File: config.mk
export PLATFORM = sky130hd
export DESIGN_NAME = sprite_tile_animation_sequencer_flat
export DESIGN_NICKNAME = d
export VERILOG_FILES = /design/src/rtl/stas_pkg.sv /design/src/rtl/stas_if.sv /design/src/rtl/sprite_tile_animation_sequencer.sv /design/src/rtl/stas_iter_unit.sv /design/src/flat_wrapper.sv
export SDC_FILE = /design/constraint.sdc
export NUM_CORES = 1
export LEC_CHECK = 0
export BUFFER_PORTS_ARGS = -buffer_cell sky130_fd_sc_hd__buf_2
export CORE_AREA = 10 10 217 219
export DETAILED_ROUTE_END_ITERATION = 7
export DIE_AREA = 0 0 227 229
export PLACE_DENSITY = 0.57
export SLEW_MARGIN = 20
export SYNTH_ARGS = -nofsm -noshare
export SYNTH_HDL_FRONTEND = slang
export SYNTH_SLANG_ARGS = --single-unit
File: constraint.sdc
create_clock -name clk -period 5.85 [get_ports clk]
set_input_delay 0 -clock clk [delete_from_list [all_inputs] [get_ports clk]]
set_output_delay 0 -clock clk [all_outputs]
set_load 0.01 [all_outputs]
File: src/rtl/stas_pkg.sv
// Shared types and constants of the sprite tile animation sequencer.
package stas_pkg;

    localparam int TILE_W    = 16;
    localparam int OFFSET_W  = 28;
    localparam int PIXEL_W   = 12;
    localparam int CMD_W     = 3;
    localparam int CFG_IDX_W = 4;
    localparam int CFG_DAT_W = 16;
    localparam int OPND_W    = 17;
    localparam int STEP_W    = 5;

    // Restoring remainder over a 17-bit dividend, shift-add over a 12-bit factor
    localparam logic [STEP_W-1:0] MOD_STEPS = STEP_W'(OPND_W);
    localparam logic [STEP_W-1:0] MUL_STEPS = STEP_W'(PIXEL_W);

    typedef enum logic [CMD_W-1:0] {
        CMD_TICK  = 3'd0,
        CMD_START = 3'd1,
        CMD_STOP  = 3'd2,
        CMD_SET   = 3'd3,
        CMD_NEXT  = 3'd4,
        CMD_PREV  = 3'd5
    } cmd_t;

    localparam logic [CFG_IDX_W-1:0] REG_HORIZONTAL = 4'd0;
    localparam logic [CFG_IDX_W-1:0] REG_FRAMES_PER = 4'd1;
    localparam logic [CFG_IDX_W-1:0] REG_FRAMES_REP = 4'd2;
    localparam logic [CFG_IDX_W-1:0] REG_TILES_ACR  = 4'd3;
    localparam logic [CFG_IDX_W-1:0] REG_TILES_DOWN = 4'd4;
    localparam logic [CFG_IDX_W-1:0] REG_TILE_WIDTH = 4'd5;
    localparam logic [CFG_IDX_W-1:0] REG_TILE_HGT   = 4'd6;
    localparam logic [CFG_IDX_W-1:0] REG_LOOP       = 4'd7;

    typedef enum logic {
        OP_MOD = 1'b0,
        OP_MUL = 1'b1
    } op_t;

    typedef struct packed {
        logic              start;
        op_t               op;
        logic [OPND_W-1:0] opa;
        logic [OPND_W-1:0] opb;
    } unit_req_t;

    typedef struct packed {
        logic                busy;
        logic                done;
        logic [OFFSET_W-1:0] result;
    } unit_stat_t;

endpackage

File: src/rtl/stas_if.sv
// Handshake channel interfaces: commands, results and register writes.
interface stas_cmd_if;
    logic                           valid;
    logic                           ready;
    logic [stas_pkg::CMD_W-1:0]     command;
    logic [stas_pkg::TILE_W-1:0]    tile_number;

    modport source (output valid, output command, output tile_number, input ready);
    modport sink   (input valid, input command, input tile_number, output ready);
endinterface

interface stas_res_if;
    logic                           valid;
    logic                           ready;
    logic [stas_pkg::TILE_W-1:0]    tile_index;
    logic [stas_pkg::OFFSET_W-1:0]  source_x;
    logic [stas_pkg::OFFSET_W-1:0]  source_y;
    logic                           animating;
    logic                           at_end;

    modport source (output valid, output tile_index, output source_x, output source_y,
                    output animating, output at_end, input ready);
    modport sink   (input valid, input tile_index, input source_x, input source_y,
                    input animating, input at_end, output ready);
endinterface

interface stas_cfg_if;
    logic                              valid;
    logic                              ready;
    logic [stas_pkg::CFG_IDX_W-1:0]    index;
    logic [stas_pkg::CFG_DAT_W-1:0]    data;

    modport source (output valid, output index, output data, input ready);
    modport sink   (input valid, input index, input data, output ready);
endinterface

File: src/rtl/sprite_tile_animation_sequencer.sv
// Sprite sheet tile animation sequencer: command decode, state and sequencer.
//
// Channels: cmd takes one command beat (tick, start, stop, set tile, next,
// previous); res returns exactly one beat per command with the tile index,
// its pixel offset in the sheet and the running / end flags; cfg writes the
// eight configuration registers by index and is always ready.
// A command is accepted only while the sequencer is idle. The tile offset
// is a 12-step shift-add on the shared unit. Set tile (with a new value)
// and next first run a 17-step restoring remainder on the same unit. The
// shared adder is used once per step; a command holds the sequencer until
// its result is loaded into the result register.
// The result register parts the two sides: the next command is accepted
// while an earlier result still waits on res. If res stalls when a new
// result completes, the sequencer holds until the register frees.
// Reset clears the animation state (tile 0, stopped, frame count 0) and
// loads register defaults: horizontal sheet, one frame per tile, one frame
// of repeat wait, one tile across and down, zero tile size, no looping.
// Write registers only while the block is idle.
module sprite_tile_animation_sequencer
#(
    parameter int COUNT_WIDTH = 16
)
(
    input  logic       clk,
    input  logic       rst_n,
    stas_cmd_if.sink   cmd,
    stas_res_if.source res,
    stas_cfg_if.sink   cfg
);

    localparam int CMP_W = (COUNT_WIDTH > stas_pkg::TILE_W) ? COUNT_WIDTH : stas_pkg::TILE_W;

    typedef enum logic [3:0] {
        S_IDLE = 4'b0001,
        S_MOD  = 4'b0010,
        S_MUL  = 4'b0100,
        S_HOLD = 4'b1000
    } state_t;

    state_t state_reg, state_next;

    // configuration
    logic                            horiz_reg;
    logic [stas_pkg::TILE_W-1:0]     fpt_reg;
    logic [stas_pkg::TILE_W-1:0]     fbr_reg;
    logic [stas_pkg::TILE_W-1:0]     across_reg;
    logic [stas_pkg::TILE_W-1:0]     down_reg;
    logic [stas_pkg::PIXEL_W-1:0]    twidth_reg;
    logic [stas_pkg::PIXEL_W-1:0]    theight_reg;
    logic                            loop_reg;

    // animation state
    logic [COUNT_WIDTH-1:0]          fc_reg, fc_next;
    logic [stas_pkg::TILE_W-1:0]     tile_reg, tile_next;
    logic                            end_reg, end_next;
    logic                            run_reg, run_next;

    // result register
    logic                            rv_reg, rv_next;
    logic [stas_pkg::TILE_W-1:0]     r_tile_reg;
    logic [stas_pkg::OFFSET_W-1:0]   r_x_reg;
    logic [stas_pkg::OFFSET_W-1:0]   r_y_reg;
    logic                            r_anim_reg;
    logic                            r_end_reg;

    stas_pkg::unit_req_t             req;
    stas_pkg::unit_stat_t            stat;

    logic                            accept;
    logic                            out_free;
    logic                            load;
    logic [stas_pkg::TILE_W-1:0]     count_sel;
    logic [stas_pkg::TILE_W-1:0]     count_m1;
    logic [stas_pkg::OPND_W-1:0]     count_full;
    logic [COUNT_WIDTH-1:0]          fc_inc;
    logic [stas_pkg::TILE_W-1:0]     tile_inc;
    logic [stas_pkg::PIXEL_W-1:0]    factor;
    logic                            need_mod;
    logic [stas_pkg::OPND_W-1:0]     mod_arg;

    stas_iter_unit u_unit
    (
        .clk   (clk),
        .rst_n (rst_n),
        .req   (req),
        .stat  (stat)
    );

    assign cmd.ready = (state_reg == S_IDLE);
    assign cfg.ready = 1'b1;
    assign accept    = cmd.valid && cmd.ready;
    assign out_free  = !rv_reg || res.ready;
    assign load      = (((state_reg == S_MUL) && stat.done) || (state_reg == S_HOLD))
                       && out_free;

    always_comb
    begin
        count_sel  = horiz_reg ? across_reg : down_reg;
        count_m1   = count_sel - 1'b1;
        // zero count reads as 65536
        count_full = (count_sel == '0) ? {1'b1, {stas_pkg::TILE_W{1'b0}}}
                                       : {1'b0, count_sel};
        fc_inc     = fc_reg + 1'b1;
        tile_inc   = tile_reg + 1'b1;
        factor     = horiz_reg ? twidth_reg : theight_reg;
    end

    // command decode for the accept cycle
    always_comb
    begin
        fc_next   = fc_reg;
        tile_next = tile_reg;
        end_next  = end_reg;
        run_next  = run_reg;
        need_mod  = 1'b0;
        mod_arg   = {1'b0, cmd.tile_number};
        case (cmd.command)
            stas_pkg::CMD_TICK:
            begin
                if (run_reg && !end_reg)
                begin
                    fc_next = fc_inc;
                    if (CMP_W'(fc_inc) >= CMP_W'(fpt_reg))
                    begin
                        fc_next   = '0;
                        tile_next = tile_inc;
                        if (tile_inc == count_m1)
                        begin
                            end_next = 1'b1;
                        end
                    end
                end
                else if (run_reg && loop_reg)
                begin
                    fc_next = fc_inc;
                    if (CMP_W'(fc_inc) >= CMP_W'(fbr_reg))
                    begin
                        fc_next   = '0;
                        end_next  = 1'b0;
                        tile_next = '0;
                    end
                end
            end
            stas_pkg::CMD_START:
            begin
                run_next  = 1'b1;
                end_next  = 1'b0;
                tile_next = '0;
            end
            stas_pkg::CMD_STOP:
            begin
                run_next = 1'b0;
            end
            stas_pkg::CMD_SET:
            begin
                need_mod = (cmd.tile_number != tile_reg);
            end
            stas_pkg::CMD_NEXT:
            begin
                need_mod = 1'b1;
                mod_arg  = stas_pkg::OPND_W'(tile_reg) + 1'b1;
            end
            stas_pkg::CMD_PREV:
            begin
                tile_next = (tile_reg != '0) ? (tile_reg - 1'b1) : count_m1;
            end
            default:
            begin
                tile_next = tile_reg;
            end
        endcase
    end

    always_comb
    begin
        state_next = state_reg;
        req.start  = 1'b0;
        req.op     = stas_pkg::OP_MUL;
        req.opa    = stas_pkg::OPND_W'(tile_next);
        req.opb    = stas_pkg::OPND_W'(factor);
        case (state_reg)
            S_IDLE:
            begin
                if (accept)
                begin
                    req.start = 1'b1;
                    if (need_mod)
                    begin
                        req.op     = stas_pkg::OP_MOD;
                        req.opa    = mod_arg;
                        req.opb    = count_full;
                        state_next = S_MOD;
                    end
                    else
                    begin
                        state_next = S_MUL;
                    end
                end
            end
            S_MOD:
            begin
                req.opa = stas_pkg::OPND_W'(stat.result[stas_pkg::TILE_W-1:0]);
                if (stat.done)
                begin
                    req.start  = 1'b1;
                    state_next = S_MUL;
                end
            end
            S_MUL:
            begin
                if (stat.done)
                begin
                    state_next = out_free ? S_IDLE : S_HOLD;
                end
            end
            S_HOLD:
            begin
                if (out_free)
                begin
                    state_next = S_IDLE;
                end
            end
            default:
            begin
                state_next = S_IDLE;
            end
        endcase
    end

    always_comb
    begin
        rv_next = rv_reg;
        if (load)
        begin
            rv_next = 1'b1;
        end
        else if (res.ready)
        begin
            rv_next = 1'b0;
        end
    end

    always_ff @(posedge clk or negedge rst_n)
    begin
        if (!rst_n)
        begin
            state_reg   <= S_IDLE;
            horiz_reg   <= 1'b1;
            fpt_reg     <= stas_pkg::TILE_W'(1);
            fbr_reg     <= stas_pkg::TILE_W'(1);
            across_reg  <= stas_pkg::TILE_W'(1);
            down_reg    <= stas_pkg::TILE_W'(1);
            twidth_reg  <= '0;
            theight_reg <= '0;
            loop_reg    <= 1'b0;
            fc_reg      <= '0;
            tile_reg    <= '0;
            end_reg     <= 1'b0;
            run_reg     <= 1'b0;
            rv_reg      <= 1'b0;
        end
        else
        begin
            state_reg <= state_next;
            rv_reg    <= rv_next;
            if (cfg.valid && cfg.ready)
            begin
                case (cfg.index)
                    stas_pkg::REG_HORIZONTAL: horiz_reg   <= cfg.data[0];
                    stas_pkg::REG_FRAMES_PER: fpt_reg     <= cfg.data;
                    stas_pkg::REG_FRAMES_REP: fbr_reg     <= cfg.data;
                    stas_pkg::REG_TILES_ACR:  across_reg  <= cfg.data;
                    stas_pkg::REG_TILES_DOWN: down_reg    <= cfg.data;
                    stas_pkg::REG_TILE_WIDTH: twidth_reg  <= cfg.data[stas_pkg::PIXEL_W-1:0];
                    stas_pkg::REG_TILE_HGT:   theight_reg <= cfg.data[stas_pkg::PIXEL_W-1:0];
                    stas_pkg::REG_LOOP:       loop_reg    <= cfg.data[0];
                    default:                  loop_reg    <= loop_reg;
                endcase
            end
            if (accept)
            begin
                fc_reg   <= fc_next;
                tile_reg <= tile_next;
                end_reg  <= end_next;
                run_reg  <= run_next;
            end
            else if ((state_reg == S_MOD) && stat.done)
            begin
                tile_reg <= stat.result[stas_pkg::TILE_W-1:0];
            end
        end
    end

    always_ff @(posedge clk)
    begin
        if (load)
        begin
            r_tile_reg <= tile_reg;
            r_x_reg    <= horiz_reg ? stat.result : '0;
            r_y_reg    <= horiz_reg ? '0 : stat.result;
            r_anim_reg <= run_reg;
            r_end_reg  <= end_reg;
        end
    end

    assign res.valid      = rv_reg;
    assign res.tile_index = r_tile_reg;
    assign res.source_x   = r_x_reg;
    assign res.source_y   = r_y_reg;
    assign res.animating  = r_anim_reg;
    assign res.at_end     = r_end_reg;

endmodule

File: src/rtl/stas_iter_unit.sv
// Shared iterative unit: one adder serves restoring remainder and shift-add multiply.
module stas_iter_unit
(
    input  logic                 clk,
    input  logic                 rst_n,
    input  stas_pkg::unit_req_t  req,
    output stas_pkg::unit_stat_t stat
);

    logic [stas_pkg::OFFSET_W-1:0] acc_reg, acc_next;
    logic [stas_pkg::OFFSET_W-1:0] sh_reg, sh_next;
    logic [stas_pkg::OPND_W-1:0]   opb_reg, opb_next;
    logic [stas_pkg::STEP_W-1:0]   step_reg, step_next;
    stas_pkg::op_t                 op_reg, op_next;
    logic                          busy_reg, busy_next;
    logic                          done_reg, done_next;

    logic [stas_pkg::OPND_W-1:0]   trial;
    logic [stas_pkg::OFFSET_W:0]   add_a;
    logic [stas_pkg::OFFSET_W:0]   add_b;
    logic                          carry_in;
    logic [stas_pkg::OFFSET_W:0]   sum;

    always_comb
    begin
        trial = {acc_reg[stas_pkg::OPND_W-2:0], sh_reg[stas_pkg::OPND_W-1]};
        if (op_reg == stas_pkg::OP_MOD)
        begin
            add_a    = (stas_pkg::OFFSET_W+1)'(trial);
            add_b    = ~((stas_pkg::OFFSET_W+1)'(opb_reg));
            carry_in = 1'b1;
        end
        else
        begin
            add_a    = {1'b0, acc_reg};
            add_b    = opb_reg[0] ? {1'b0, sh_reg} : '0;
            carry_in = 1'b0;
        end
        sum = add_a + add_b + (stas_pkg::OFFSET_W+1)'(carry_in);
    end

    always_comb
    begin
        acc_next  = acc_reg;
        sh_next   = sh_reg;
        opb_next  = opb_reg;
        step_next = step_reg;
        op_next   = op_reg;
        busy_next = busy_reg;
        done_next = 1'b0;
        if (busy_reg)
        begin
            if (op_reg == stas_pkg::OP_MOD)
            begin
                // keep the trial value when the subtract borrows
                acc_next = sum[stas_pkg::OFFSET_W] ? stas_pkg::OFFSET_W'(trial)
                                                   : sum[stas_pkg::OFFSET_W-1:0];
            end
            else
            begin
                acc_next = sum[stas_pkg::OFFSET_W-1:0];
                opb_next = opb_reg >> 1;
            end
            sh_next   = sh_reg << 1;
            step_next = step_reg - 1'b1;
            if (step_reg == stas_pkg::STEP_W'(1))
            begin
                busy_next = 1'b0;
                done_next = 1'b1;
            end
        end
        else if (req.start)
        begin
            acc_next  = '0;
            sh_next   = stas_pkg::OFFSET_W'(req.opa);
            opb_next  = req.opb;
            op_next   = req.op;
            step_next = (req.op == stas_pkg::OP_MOD) ? stas_pkg::MOD_STEPS
                                                     : stas_pkg::MUL_STEPS;
            busy_next = 1'b1;
        end
    end

    always_ff @(posedge clk or negedge rst_n)
    begin
        if (!rst_n)
        begin
            busy_reg <= 1'b0;
            done_reg <= 1'b0;
            step_reg <= '0;
            op_reg   <= stas_pkg::OP_MOD;
        end
        else
        begin
            busy_reg <= busy_next;
            done_reg <= done_next;
            step_reg <= step_next;
            op_reg   <= op_next;
        end
    end

    always_ff @(posedge clk)
    begin
        acc_reg <= acc_next;
        sh_reg  <= sh_next;
        opb_reg <= opb_next;
    end

    assign stat.busy   = busy_reg;
    assign stat.done   = done_reg;
    assign stat.result = acc_reg;

endmodule

File: src/flat_wrapper.sv
// flat-port wrapper written by rule: the top's interface ports become plain ports
module sprite_tile_animation_sequencer_flat 
#(
    parameter int COUNT_WIDTH = 16
)
  (clk, rst_n, cmd_valid, cmd_command, cmd_tile_number, cmd_ready, res_valid, res_tile_index, res_source_x, res_source_y, res_animating, res_at_end, res_ready, cfg_valid, cfg_index, cfg_data, cfg_ready);
  stas_cmd_if cmd_i ();
  stas_res_if res_i ();
  stas_cfg_if cfg_i ();
  input  logic clk;
  input  logic rst_n;
  input wire logic [$bits(cmd_i.valid)-1:0] cmd_valid;
  input wire logic [$bits(cmd_i.command)-1:0] cmd_command;
  input wire logic [$bits(cmd_i.tile_number)-1:0] cmd_tile_number;
  output wire logic [$bits(cmd_i.ready)-1:0] cmd_ready;
  output wire logic [$bits(res_i.valid)-1:0] res_valid;
  output wire logic [$bits(res_i.tile_index)-1:0] res_tile_index;
  output wire logic [$bits(res_i.source_x)-1:0] res_source_x;
  output wire logic [$bits(res_i.source_y)-1:0] res_source_y;
  output wire logic [$bits(res_i.animating)-1:0] res_animating;
  output wire logic [$bits(res_i.at_end)-1:0] res_at_end;
  input wire logic [$bits(res_i.ready)-1:0] res_ready;
  input wire logic [$bits(cfg_i.valid)-1:0] cfg_valid;
  input wire logic [$bits(cfg_i.index)-1:0] cfg_index;
  input wire logic [$bits(cfg_i.data)-1:0] cfg_data;
  output wire logic [$bits(cfg_i.ready)-1:0] cfg_ready;
  assign cmd_i.valid = cmd_valid;
  assign cmd_i.command = cmd_command;
  assign cmd_i.tile_number = cmd_tile_number;
  assign cmd_ready = cmd_i.ready;
  assign res_valid = res_i.valid;
  assign res_tile_index = res_i.tile_index;
  assign res_source_x = res_i.source_x;
  assign res_source_y = res_i.source_y;
  assign res_animating = res_i.animating;
  assign res_at_end = res_i.at_end;
  assign res_i.ready = res_ready;
  assign cfg_i.valid = cfg_valid;
  assign cfg_i.index = cfg_index;
  assign cfg_i.data = cfg_data;
  assign cfg_ready = cfg_i.ready;
  sprite_tile_animation_sequencer #(.COUNT_WIDTH(COUNT_WIDTH)) u_core (.clk(clk), .rst_n(rst_n), .cmd(cmd_i), .res(res_i), .cfg(cfg_i));
endmodule
==> out/metrics.yaml <==
core_um2: 42700
hpwl_mm: 35.8
port-buffer-count: 119
min_to: "u_core.u_unit.sh_reg[11]"
netlist_instances: 1611
syn_area_per_cell_um2: 10.5
route.detailed.drc: 0
finalPower_mw: 10.1
rsz0062_at_grt: "false"
start_util_pct: 39.8
drive_gt1_share_pct: 20.0
cts_buffers: 36
syn_area_um2: 17000
overflow: 0
arrival_ps: 5030
cts_tree: "yes"
cp_max_fo: 31
drtAntennaViolNets: 0
place_worst_setup_slack_ps: 1190
period_needed_ps: 4660
r2r.worst_path.cells: 14
diodes: 0
grt_max_degree: 92
worst_pin_slew_ps: 1040
cpMostUsedCell: "a21oi_1"
maxCapViolations: 0
max-slew-margin-rel_pct: 30.2
routed_wl_mm: 49.6
ys_warn_count: 0
first_pass_iters: 6
rr_endpoint: "u_core.u_unit.acc_reg[20]"
area_growth_pct: 14.1
hold_viol: 0
power_density_nw_per_um2: 523
yosysSeqAreaShare_pct: 46.2
mostFrequentLayoutCell: "nand2_1"
async_flop_share_pct: 48.2
nets: 1834
clock_skew_ps: 34.6
cts-root-buf: "clkbuf_16"
path_cells: "and2_1, a21oi_1, fa_1, inv_1, fa_1, a211oi_1, o21bai_1, a21oi_1, o211ai_1, a21oi_1, a21oi_1, a31o_2, nand2_2, nor3b_1"
grt_pass1_wl_mm: 76.3
setup_viol_count_final: 0
dieArea_um2: 52000
worstPathRequired_ps: 6220
hold_path_depth: 5
io-pin-count: 121
synth_edf_count: 146
max_clock_freq_ghz: 0.215
ys_types: 96
clk_latency_ps: 560
hold_path.class: "input port to flip-flop"
antenna_found_initial: 0
start_kind: "flip-flop"
via_count: 12912
synth_seq_cells: 284
track_usage_pct: 18.8
layout_setup_ws_ps: 1190
die_h_um: 229
hold_buffers: 32
power.leakage_nw: 7.88
cts_resized: 0
cp_slowest_cell: "dfrtp_2"
clock-sinks: 284
hold_ws_ps: 49.6
grt_pass1_vias: 12926
syn_nets: 1722
status: "finished clean"
r2r_start: "u_core.u_unit.op_reg"
hold_start: "cmd_tile_number[11]"
period_share_pct: 79.7
drv_slew: 0
endpoint_kind: "flip-flop"
htreeDepth: 2
worst_path_largest_cell_delay_ps: 650
viasPerCell: 5.63
ir_drop_v: 0.000237
post_drt_wl_per_cell_um: 21.6
first_iter_violations: 1212
clockBufferDepth: 3
worstSetupPathType: "flip-flop to flip-flop"
dp.cells: 2199
reg2reg_slack_ps: 1190
die_x_um: 227
layout.cells.non_filler: 2293
layout_common_cells: "nand2_1, edfxtp_1, dfrtp_1, buf_2, mux2_2"
num_rows: 76
post_cts_buffers: 0
synth_ff_type: "edfxtp_1"
setup_tns_ps: 0
gp_congestion: 0.908
path_clk_slew_ps: 60
-- cells in the mapped netlist (9+ instances only) --
master,instances,area share (%)
mux4_2,10,1.3
ha_1,65,4.8
o31ai_1,14,0.62
o211ai_1,16,0.71
inv_1,53,1.2
mux2_2,102,6.8
a211oi_1,22,0.97
o21ai_0,98,2.9
nor3_1,41,1.2
a21o_1,15,0.66
nand3_1,35,1.0
mux2i_1,33,1.9
clkbuf_1,57,1.3
xnor2_1,73,3.8
xor2_1,36,1.9
dfrtp_1,131,19
nand4_1,20,0.74
or3_1,9,0.33
nor2b_1,49,1.8
a21oi_1,65,1.9
nor2_1,95,2.1
buf_2,13,0.38
and2_1,57,2.1
edfxtp_1,146,26
a31oi_1,17,0.63
nand2_1,150,3.3
o21a_1,10,0.44
a22o_1,14,0.72
-- per-layer routing --
layer  up-vias  wire (um)  GRT usage, %
met5         -          0             0
li1       6098          -             -
met1      6254      21900          24.8
met3       112       3190          3.22
met2       448      22200          29.2
met4         0       2240          9.10
-- cell type report --
| class | instances | area (um^2) |
|---|---|---|
| inverter | 55 | 206 |
| clock buffer | 47 | 1010 |
| sequential | 284 | 7850 |
| timing repair buffer | 164 | 1020 |
| multi-input combinational | 1182 | 8470 |
| clock inverter | 15 | 124 |
| fill | 3986 | 23300 |
| tap | 546 | 683 |
-- power by group --
part / total (mW) / switching [mW] / internal [mW]
Clock: 2.16 / 0.889 / 1.27
Sequential: 3.55 / 0.697 / 2.85
Combinational: 4.41 / 2.50 / 1.91
-- metrics by stage --
stage               cell area, um^2  util, %
floorplan                     17000        -
global placement              17900     41.9
detailed placement            17900     41.9
CTS                           19400     45.3
global route                  19400     45.4
finish                        19400     45.4
-- worst max-delay path, delay by kind of cell (launching register included) --
family          cells  cell delay (ps)
flops               1              650
compound gates      8             1970
simple gates        3             1130
buf+inv             1               80
fa+ha+maj           2              630
-- worst max-delay path by stage --
stage / cells past startpoint / to / slack [ps] / start
3_5_place_dp: 14 / u_core.u_unit.acc_reg[20] / 1190 / u_core.u_unit.op_reg
4_1_cts: 14 / u_core.u_unit.acc_reg[20] / 1160 / u_core.u_unit.op_reg
2_1_floorplan: 5 / u_core.res.animating / 1320 / u_core.u_unit.done_reg
3_3_place_gp: 14 / u_core.u_unit.acc_reg[20] / 1250 / u_core.u_unit.op_reg
6_report: 14 / u_core.u_unit.acc_reg[20] / 1190 / u_core.u_unit.op_reg
5_1_grt: 14 / u_core.u_unit.acc_reg[20] / 700 / u_core.u_unit.op_reg
-- cell families after synthesis --
| logic type | after synthesis | share of synthesized area (%) |
|---|---|---|
| muxes | 147 | 10.2 |
| AOI/OAI and AO/OA | 334 | 12.9 |
| buffers and inverters | 145 | 4.17 |
| xor gates and xnor gates | 109 | 5.62 |
| and+or+nand+nor | 524 | 15.9 |
| adders and majority gates | 67 | 5.03 |
| DFF | 284 | 46.2 |
| other | 1 | 0.0221 |
Power figures use the tool's default switching activity.
